**src/otc_pkg.sv**
```systemverilog
package otc_pkg;

  // ASCII codes used by the decoder
  localparam logic [7:0] ChSpace = 8'h20;
  localparam logic [7:0] ChZero  = 8'h30;
  localparam logic [7:0] ChThree = 8'h33;
  localparam logic [7:0] ChFour  = 8'h34;
  localparam logic [7:0] ChNine  = 8'h39;
  localparam logic [7:0] ChUpA   = 8'h41;
  localparam logic [7:0] ChUpF   = 8'h46;
  localparam logic [7:0] ChLowA  = 8'h61;
  localparam logic [7:0] ChLowZ  = 8'h7a;
  localparam logic [7:0] ChP     = 8'h50;

  // Count-byte characters skipped after the header pair
  localparam logic [1:0] SkipCount = 2'd2;
  // Index of the last character of a group
  localparam logic [1:0] GroupLast = 2'd3;

  // System letters indexed by the top two bits of the first hex digit
  localparam logic [7:0] SystemLetters [4] = '{8'h50, 8'h43, 8'h42, 8'h55};

  // Input word
  typedef struct packed {
    logic [7:0] ch;
    logic       last;
  } otc_in_t;

  // Result word
  typedef struct packed {
    logic       is_code;
    logic [7:0] system_letter;
    logic [7:0] system_digit;
    logic [7:0] code_char_a;
    logic [7:0] code_char_b;
    logic [7:0] code_char_c;
    logic       end_of_response;
  } otc_out_t;

  // Operation passed from front to back
  typedef struct packed {
    logic       has_code;
    logic       has_end;
    logic [7:0] g0;
    logic [7:0] g1;
    logic [7:0] g2;
    logic [7:0] g3;
  } otc_op_t;

  // Fold a..z to upper case
  function automatic logic [7:0] fold_upper(input logic [7:0] c);
    logic [7:0] r;
    r = c;
    if (c >= ChLowA && c <= ChLowZ) begin
      r = c - 8'd32;
    end
    return r;
  endfunction

endpackage

```
**src/obd_trouble_code_extractor.sv**
```systemverilog
// Trouble code extractor for mode 03 response text.
// Input channel: push a word {ch, last} while full is low; one character per
// cycle is accepted. Spaces are dropped, letters folded, text before the
// first "43" pair and the two count characters after it are ignored, and
// every following group of four characters other than "0000" yields a code.
// Result channel: while empty is low the oldest result word is on result;
// pop takes it. A word with last set yields an end-of-response word after
// any code it completes.
// A result passes from the op queue, written at the edge that accepts the
// character causing it, into the output register, from which pop takes it.
// Throughput: one character per cycle in while full is low, one result per
// cycle out while pop is high; a final character that also completes a code
// yields two result words, and the op queue of QUEUE_DEPTH entries absorbs
// that and any receiver stall.
// When the receiver stalls the output register holds, the queue fills and
// full rises; no word is lost.
// Reset (rst, synchronous) clears the header search, the group position
// and empties the queue and output register.
module obd_trouble_code_extractor #(
  parameter int QUEUE_DEPTH = 4
) (
  input  logic               clk,
  input  logic               rst,
  input  logic               push,
  output logic               full,
  input  otc_pkg::otc_in_t   item,
  output logic               empty,
  input  logic               pop,
  output otc_pkg::otc_out_t  result
);
  import otc_pkg::*;

  logic    take;
  logic    op_push;
  otc_op_t op_in;
  logic    op_valid;
  logic    op_pop;
  otc_op_t op_out;

  assign take = push && !full;

  // Front: header search, count skip, grouping
  otc_front u_front (
    .clk     (clk),
    .rst     (rst),
    .take    (take),
    .item    (item),
    .op_push (op_push),
    .op      (op_in)
  );

  // Op queue between front and back
  otc_fifo #(
    .Depth (QUEUE_DEPTH)
  ) u_fifo (
    .clk      (clk),
    .rst      (rst),
    .wr_en    (op_push),
    .wr_data  (op_in),
    .full     (full),
    .rd_en    (op_pop),
    .rd_valid (op_valid),
    .rd_data  (op_out)
  );

  // Back: code decode and result register
  otc_back u_back (
    .clk      (clk),
    .rst      (rst),
    .op_valid (op_valid),
    .op       (op_out),
    .op_pop   (op_pop),
    .empty    (empty),
    .pop      (pop),
    .result   (result)
  );

endmodule

```
**src/otc_front.sv**
```systemverilog
module otc_front (
  input  logic             clk,
  input  logic             rst,
  input  logic             take,
  input  otc_pkg::otc_in_t item,
  output logic             op_push,
  output otc_pkg::otc_op_t op
);
  import otc_pkg::*;

  logic       header_seen, header_seen_next;
  logic [7:0] previous_char, previous_char_next;
  logic [1:0] count_skip_left, count_skip_left_next;
  logic [1:0] group_position, group_position_next;
  logic [7:0] group_chars [3];
  logic [7:0] c;
  logic       store_char;
  logic       code_hit;

  // Classify the character and compute next search/group state
  always_comb begin
    c                    = fold_upper(item.ch);
    header_seen_next     = header_seen;
    previous_char_next   = previous_char;
    count_skip_left_next = count_skip_left;
    group_position_next  = group_position;
    store_char           = 1'b0;
    code_hit             = 1'b0;
    if (c != ChSpace) begin
      if (!header_seen) begin
        if (previous_char == ChFour && c == ChThree) begin
          header_seen_next     = 1'b1;
          count_skip_left_next = SkipCount;
        end else begin
          previous_char_next = c;
        end
      end else if (count_skip_left != 2'd0) begin
        count_skip_left_next = count_skip_left - 2'd1;
      end else if (group_position != GroupLast) begin
        store_char          = 1'b1;
        group_position_next = group_position + 2'd1;
      end else begin
        group_position_next = 2'd0;
        code_hit = !(group_chars[0] == ChZero && group_chars[1] == ChZero &&
                     group_chars[2] == ChZero && c == ChZero);
      end
    end
  end

  // Op word to the queue
  always_comb begin
    op.has_code = code_hit;
    op.has_end  = item.last;
    op.g0       = group_chars[0];
    op.g1       = group_chars[1];
    op.g2       = group_chars[2];
    op.g3       = c;
    op_push     = take && (code_hit || item.last);
  end

  // Control state; the last character returns it to reset values
  always_ff @(posedge clk) begin
    if (rst) begin
      header_seen     <= 1'b0;
      previous_char   <= 8'd0;
      count_skip_left <= SkipCount;
      group_position  <= 2'd0;
    end else if (take) begin
      if (item.last) begin
        header_seen     <= 1'b0;
        previous_char   <= 8'd0;
        count_skip_left <= SkipCount;
        group_position  <= 2'd0;
      end else begin
        header_seen     <= header_seen_next;
        previous_char   <= previous_char_next;
        count_skip_left <= count_skip_left_next;
        group_position  <= group_position_next;
      end
    end
  end

  // Group characters, written before read within a group
  always_ff @(posedge clk) begin
    if (take && store_char) begin
      group_chars[group_position] <= c;
    end
  end

endmodule

```
**src/otc_fifo.sv**
```systemverilog
module otc_fifo #(
  parameter int Depth = 4
) (
  input  logic             clk,
  input  logic             rst,
  input  logic             wr_en,
  input  otc_pkg::otc_op_t wr_data,
  output logic             full,
  input  logic             rd_en,
  output logic             rd_valid,
  output otc_pkg::otc_op_t rd_data
);
  import otc_pkg::*;

  localparam int PtrW = (Depth > 1) ? $clog2(Depth) : 1;
  localparam int CntW = $clog2(Depth + 1);
  localparam logic [PtrW-1:0] PtrMax = PtrW'(Depth - 1);
  localparam logic [CntW-1:0] CntMax = CntW'(Depth);

  otc_op_t         slots [Depth];
  logic [PtrW-1:0] wr_ptr, rd_ptr;
  logic [CntW-1:0] count;
  logic            do_wr, do_rd;

  assign full     = (count == CntMax);
  assign rd_valid = (count != '0);
  assign rd_data  = slots[rd_ptr];
  assign do_wr    = wr_en && !full;
  assign do_rd    = rd_en && rd_valid;

  // Pointers and fill count
  always_ff @(posedge clk) begin
    if (rst) begin
      wr_ptr <= '0;
      rd_ptr <= '0;
      count  <= '0;
    end else begin
      if (do_wr) begin
        wr_ptr <= (wr_ptr == PtrMax) ? '0 : wr_ptr + 1'b1;
      end
      if (do_rd) begin
        rd_ptr <= (rd_ptr == PtrMax) ? '0 : rd_ptr + 1'b1;
      end
      case ({do_wr, do_rd})
        2'b10:   count <= count + 1'b1;
        2'b01:   count <= count - 1'b1;
        default: count <= count;
      endcase
    end
  end

  // Storage
  always_ff @(posedge clk) begin
    if (do_wr) begin
      slots[wr_ptr] <= wr_data;
    end
  end

endmodule

```
**src/otc_back.sv**
```systemverilog
module otc_back (
  input  logic             clk,
  input  logic             rst,
  input  logic             op_valid,
  input  otc_pkg::otc_op_t op,
  output logic             op_pop,
  output logic             empty,
  input  logic             pop,
  output otc_pkg::otc_out_t result
);
  import otc_pkg::*;

  logic       out_valid;
  logic       code_sent;
  logic       load;
  logic       emit_code;
  logic [3:0] hex_v;
  logic       hex_ok;
  otc_out_t   word_next;

  // Hex value of the group's first character
  always_comb begin
    hex_ok = 1'b1;
    hex_v  = 4'd0;
    if (op.g0 >= ChZero && op.g0 <= ChNine) begin
      hex_v = 4'(op.g0 - ChZero);
    end else if (op.g0 >= ChUpA && op.g0 <= ChUpF) begin
      hex_v = 4'(op.g0 - ChUpA + 8'd10);
    end else begin
      hex_ok = 1'b0;
    end
  end

  // Pick the next result word: code first, then end marker
  always_comb begin
    load      = !out_valid || pop;
    emit_code = op.has_code && !code_sent;
    word_next = '0;
    if (emit_code) begin
      word_next.is_code       = 1'b1;
      word_next.system_letter = hex_ok ? SystemLetters[hex_v[3:2]] : ChP;
      word_next.system_digit  = hex_ok ? (ChZero + {6'd0, hex_v[1:0]}) : ChZero;
      word_next.code_char_a   = op.g1;
      word_next.code_char_b   = op.g2;
      word_next.code_char_c   = op.g3;
    end else begin
      word_next.end_of_response = 1'b1;
    end
    op_pop = load && op_valid && !(emit_code && op.has_end);
  end

  assign empty = !out_valid;

  // Output register and per-op progress
  always_ff @(posedge clk) begin
    if (rst) begin
      out_valid <= 1'b0;
      code_sent <= 1'b0;
    end else if (load) begin
      out_valid <= op_valid;
      if (op_valid) begin
        code_sent <= emit_code && op.has_end;
      end
    end
  end

  always_ff @(posedge clk) begin
    if (load && op_valid) begin
      result <= word_next;
    end
  end

endmodule

```
**config.mk**
```make
export PLATFORM = sky130hd
export DESIGN_NAME = obd_trouble_code_extractor
export DESIGN_NICKNAME = d
export VERILOG_FILES = /design/src/otc_pkg.sv /design/src/obd_trouble_code_extractor.sv /design/src/otc_front.sv /design/src/otc_fifo.sv /design/src/otc_back.sv
export SDC_FILE = /design/constraint.sdc
export NUM_CORES = 1
export LEC_CHECK = 0
export ABC_CLOCK_PERIOD_IN_PS = 4000
export BUFFER_PORTS_ARGS = -buffer_cell sky130_fd_sc_hd__buf_2
export CELL_PAD_IN_SITES_DETAIL_PLACEMENT = 1
export CELL_PAD_IN_SITES_GLOBAL_PLACEMENT = 2
export CORE_AREA = 2 2 147 149
export DETAILED_ROUTE_END_ITERATION = 16
export DIE_AREA = 0 0 149 151
export PLACE_DENSITY_LB_ADDON = 0.1
export SYNTH_ARGS = -nofsm -noshare
export SYNTH_HDL_FRONTEND = slang
export SYNTH_SLANG_ARGS = --single-unit
export TNS_END_PERCENT = 30
```
**constraint.sdc**
```tcl
create_clock -name clk -period 4 [get_ports clk]
set_input_delay 0.2 -clock clk [delete_from_list [all_inputs] [get_ports clk]]
set_output_delay 0.2 -clock clk [all_outputs]
set_load 0.05 [all_outputs]
```
**Yosys cells after proc, flatten, opt, wreduce, memory -nomap -nowiden**

Memory sizes are Yosys's and may differ from the RTL's. A register that Yosys moved wholly into a read port is not among the register bits.
Index checks and enable logic that the tools add are counted.
W data, S select, Z words.

- Equality and inequality tests: 17
- Bitwise gates (word level): 1
- Mux-type cells: 47
- Reduce and logical (&&, ||, !) cells: 35
- Magnitude comparators: 7
- Add/sub/neg operators: 11

Operator list:

| operator | count |
|---|---|
| $mux W8 | 9 |
| $eq A8 B6 Y1 const B | 6 |
| $mux W41 | 1 |
| $mux W2 | 14 |
| $mux W1 | 19 |
| $bmux W8 S2 | 1 |
| $ge A8 B7 Y1 const B | 2 |
| $le A8 B7 Y1 const B | 2 |
| $logic_and A1 B1 Y1 | 16 |
| $reduce_and A4 Y1 | 3 |
| $ge A8 B6 Y1 const B | 1 |
| $le A8 B6 Y1 const B | 1 |
| $mux W4 | 2 |
| $ne A2 B2 Y1 const B | 4 |
| $ne A8 B6 Y1 const B | 1 |
| $reduce_bool A2 Y1 | 4 |
| $sub A4 B1 Y4 const B | 2 |
| $sub A8 B6 Y8 const B | 1 |
| $add A6 B2 Y7 const A | 1 |
| $add A2 B1 Y2 const B | 3 |
| $eq A2 B2 Y1 const B | 3 |
| $pmux W3 S2 | 1 |
| $reduce_and A2 Y1 | 3 |
| $reduce_bool A3 Y1 | 2 |
| 11 further kinds | 16 |

- Bits in registers: 64
- Memory bits (writable): 160
- Bits of input ports: 13
- Memories kept: 2
- Logic and storage cells: 138
- Output and inout bits: 44

Memories:

| memory | words | bits a word | read ports | clocked after Yosys merged registers in | wr ports | RTL line | text |
|---|---|---|---|---|---|---|---|
| u_fifo.slots | 4 | 34 | 1 | 1 | 1 | otc_fifo.sv:20 | `otc_op_t slots [Depth];` |
| u_front.group_chars | 3 | 8 | 3 | 0 | 1 | otc_front.sv:15 | `logic [7:0] group_chars [3];` |

**Longest topological paths before layout**

- Depth after elaboration: 15
- Mapped depth: 13
- Depth with buffers taken out: 13

**Hierarchy**

From an unflattened synthesis, not the netlist that was laid out.

- Cells, all modules: 492
- Area total of the unflattened synthesis: 8,783.4 um^2

Modules (own cells, without submodules):

| module | cells an instance | area an instance (um^2) | instances |
|---|---|---|---|
| otc_fifo | 232 | 5,395.2 | 1 |
| otc_front | 149 | 1,784.2 | 1 |
| otc_back | 110 | 1,590.3 | 1 |
| obd_trouble_code_extractor | 1 | 13.8 | 1 |

**Worst setup path before layout**

Ideal clock, no wire load.

- Path type: flip-flop to flip-flop
- Start point: register u_fifo.count[0]
- End point: register u_fifo.count[2]
- Setup slack: 0.146 ns
- Library setup time: 0.071 ns
- Stages on the path, launching flop included: 10
- Buffers on the path: 0
- Data arrival time: 3.784 ns
- Cells stage by stage: dfxtp_1 nor3_1 a21oi_1 a21boi_2 ha_1 inv_1 fa_1 xor2_1 or3_1 a21oi_1

- Elaborated cells on any way between the ends: 15
- Classes of those cells: 2 x add/sub; 3 x eq/ne; 1 x mux; 9 x reduce/logical

RTL lines:

| what | RTL line | text |
|---|---|---|
| start: declaration | otc_fifo.sv:22 | `logic [CntW-1:0] count;` |
| start signal: assignment | otc_fifo.sv:45 | `2'b10: count <= count + 1'b1;` |
| start signal: assignment | otc_fifo.sv:46 | `2'b01: count <= count - 1'b1;` |
| start signal: assignment | otc_fifo.sv:47 | `default: count <= count;` |
| $reduce_bool A3 Y1 * | otc_fifo.sv:26 | `assign rd_valid = (count != '0);` |
| $logic_and A1 B1 Y1 (2 in series) | otc_back.sv:49 | `op_pop = load && op_valid && !(emit_code && op.has_end);` |
| $logic_and A1 B1 Y1 * | otc_fifo.sv:29 | `assign do_rd = rd_en && rd_valid;` |
| net u_fifo.do_rd | otc_fifo.sv:23 | `logic do_wr, do_rd;` |
| $eq A2 B1 Y1 / $eq A2 B2 Y1 (equally long branches) | otc_fifo.sv:44 | `case ({do_wr, do_rd})` |
| $pmux W3 S2 / $reduce_bool A2 Y1 (equally long branches) | - |  |

The timed path passes the listed nets; every way through them passes the cells marked *.
A chain may end at the register's enable or synchronous reset.

==> flow_summary.ini <==
[routing]
wl_per_cell_um = 20.5
viasPerCell = 5.17
drc = 0
wl_um = 16900
ant_nets = 0
vias = 4251
drt-initial-drc-count = 263
dr.pass1.iters = 4

[die]
num_io_pins = 57
die_w_um = 149
dieArea_um2 = 22500
core_um2 = 20800
fp.dieH_um = 151
start_util_pct = 40.8
rows = 53

[clock_network]
cts.sinks = 217
cts_root_buffer = clkbuf_16
post-cts-setup-buffer-count = 0
cts_made_buffers = 23
clk_latency_ps = 500
cts-htree-levels = 1
path_clk_slew_ps = 60
cts_resized = 0
cts_hold_buffers = 0
cts_tree = done
clk_path_buf_depth = 3

[global_routing]
gr-usage-met2_pct = 27.1
grt_max_degree = 35
met1_usage_pct = 19.7
use_met3_pct = 2.32
grt_pass1_wl_um = 26000
grtUsageTotal_pct = 15.3
grt_pass1_vias = 4550
antenna_found_initial = 0
top_usage_layer = met2
grt_overflow_total = 0

[cells_and_area]
finalNetCount = 561
antennaDiodeCount = 0
syn_to_final_growth_pct = 15.0
layout-drive-gt1-share_pct = 24.5

[timing]
tns_ps = 0
hold_viol = 0
slew_violations = 0
relSlewSlack_pct = 29.1
period_needed_ps = 3220
finalClockSkew_ps = 16.0
worstMarginPinSlew_ps = 1030
period_share_pct = 80.5
fmax_ghz = 0.311
rsz0062_at_grt = no
setup_viol = 0

[synthesis]
yosys.area_share.simple_pct = 7.42
ys_types = 54
synth-seq-cells = 217
muxShareOfSynthArea_pct = 9.48
synth_top_family_by_area = multiplexers
synthCells = 467
yosys_most_used_dff = edfxtp_1
synthXorXnorAreaFrac_pct = 0.206
synth_area_per_cell_um2 = 18.2
syn_area_um2 = 8500
synth_edf_count = 193
async_reset_ff_share_pct = 0
synthAdderAreaFrac_pct = 2.59
yosys_warnings = 0
yosysSeqAreaShare_pct = 73.8
synth-compound-area-share_pct = 3.83

[hold_path]
min_to = u_back.out_valid$_SDFFE_PP0N_
holdCritStartpoint = pop
hold_depth = 4
min_path_type = in2reg

[placed_design]
port_buffers = 49
dp_hpwl_um = 10300
place.gp.congestion = 0.745

[setup_path]
cp.required_ps = 4240
crit_path_max_incr_delay_ps = 610
crit_type = reg2reg
regToRegEndpoint = u_back.result[34]$_SDFFCE_PN0P_
path_cells = buf_4 > mux4_2 > or3b_4 > nor4_4 > nand3b_1 > nand2_1 > ha_1 > and3_1
cp.arrival_ps = 3460
worstPathMaxFanout = 30
endpoint_kind = register
start_kind = register
rrSetupSlack_ps = 780
reg2reg_depth = 8
crit_slowest_cell = mux4_2

[power_and_ir_drop]
power.density_nw_per_um2 = 719
power.leakage_nw = 3.35
ir_worst_vdd_uv = 314
fin_total_pwr_mw = 7.03

[run]
cap_violations = 0

[outcome]
status = finished clean
## registers in the layout (all words and copies together), names as in the netlist, named ones only
| register | count |
|---|---|
| u_fifo.slots | 136 |
| u_back.result | 33 |
| u_front.group_chars | 24 |
| u_front.previous_char | 8 |
| u_fifo.count | 3 |
| u_fifo.rd_ptr | 2 |
| u_fifo.wr_ptr | 2 |
| u_front.count_skip_left | 2 |
| u_front.group_position | 2 |
| u_back.code_sent | 1 |
| u_back.out_valid | 1 |
| u_front.header_seen | 1 |
## how the worst max path moves through the flow
stage	slack, ps	start	cells after the start	endpoint
floorplan	150	u_fifo.count[0]$_SDFFE_PP0P_	9	u_fifo.count[2]$_SDFFE_PP0P_
global placement	740	register	8	u_back.result[34]$_SDFFCE_PN0P_
detailed placement	710	register	8	u_back.result[34]$_SDFFCE_PN0P_
global route	470	register	8	u_back.result[34]$_SDFFCE_PN0P_
CTS	680	register	8	u_back.result[34]$_SDFFCE_PN0P_
finish	780	register	8	u_back.result[34]$_SDFFCE_PN0P_
## report_power, final
part	internal [mW]	switching, mW	leakage, nW
registers	2.86	0.101	1.97
clock network	1.23	0.843	0.364
logic	0.588	1.41	1.02
## cell usage after synthesis, types with 4 or more instances
cell type	count	area share, %
nor2_1	15	0.66
and3_1	8	0.59
nor4_1	4	0.29
a21oi_1	13	0.77
and2_1	31	2.3
inv_1	20	0.88
mux4_2	34	9.0
edfxtp_1	193	68
mux2i_1	4	0.47
dfxtp_1	24	5.7
clkbuf_1	8	0.35
nor3_1	6	0.35
buf_4	9	0.79
a22o_1	8	0.82
o21ai_0	4	0.24
nand2_1	6	0.26
ha_1	16	2.4
nor4b_1	4	0.41
nand4_1	4	0.29
## through the flow
stage	instance area, µm²	hold slack [ps]	utilization, %	worst slack, ps	std cells
2_1_floorplan	8520	299	-	146	473
3_3_place_gp	9030	450	43.4	743	781
3_5_place_dp	9030	452	43.4	709	781
4_1_cts	9780	5.69	47.0	682	823
5_1_grt	9780	48.0	47.0	467	823
6_report	9780	12.3	47.0	781	823
## critical path: cells and delay by family, from the launching register on
kind,cells,cell delay [ps]
adders and majority gates,1,230
buffers and inverters,1,550
DFF,1,410
muxes,1,610
and+or+nand+nor,5,1160
## cells by family after synthesis
group / after synthesis
DFF: 217
xor gates and xnor gates: 2
muxes: 38
buffers and inverters: 44
adders and majority gates: 17
other: 1
AOI/OAI and AO/OA: 46
and+or+nand+nor: 102
## cell usage in the layout, fill, tap and decap left out, types with 3 or more instances in the layout
cell type,synthesis,layout
edfxtp_1,193,193
buf_2,2,49
mux4_2,34,34
and2_1,31,31
clkbuf_16,0,24
dfxtp_1,24,23
inv_1,20,20
ha_1,16,16
nor2_1,15,15
a21oi_1,13,12
and3_1,8,8
a22o_1,8,8
conb_1,1,7
clkbuf_1,8,7
buf_4,9,7
nor3_1,6,6
nand2_1,6,6
nor4_1,4,4
mux2i_1,4,4
nor4b_1,4,4
o21ai_0,4,4
nand4_1,4,4
clkinv_2,0,4
nor3b_1,3,3
a21o_1,3,3
a31oi_1,3,3
nand3_1,3,3
o31ai_1,3,3
clkbuf_8,0,3
## cell type report
| class | count | area, µm² |
|---|---|---|
| well taps | 275 | 344 |
| repair buffers | 56 | 298 |
| flip-flops and latches | 217 | 6280 |
| clock buffers | 34 | 668 |
| clock inverters | 8 | 75.1 |
| multi-input cells | 212 | 2040 |
| inverters | 21 | 78.8 |
| fillers | 2016 | 11000 |
## metal layers
metal / part of all wire (%) / wire length (µm)
met4: 2.1 / 353
met1: 44 / 7460
met3: 3.0 / 503
met2: 51 / 8580
met5: 0 / 0
(Power assumes the default switching activity.)
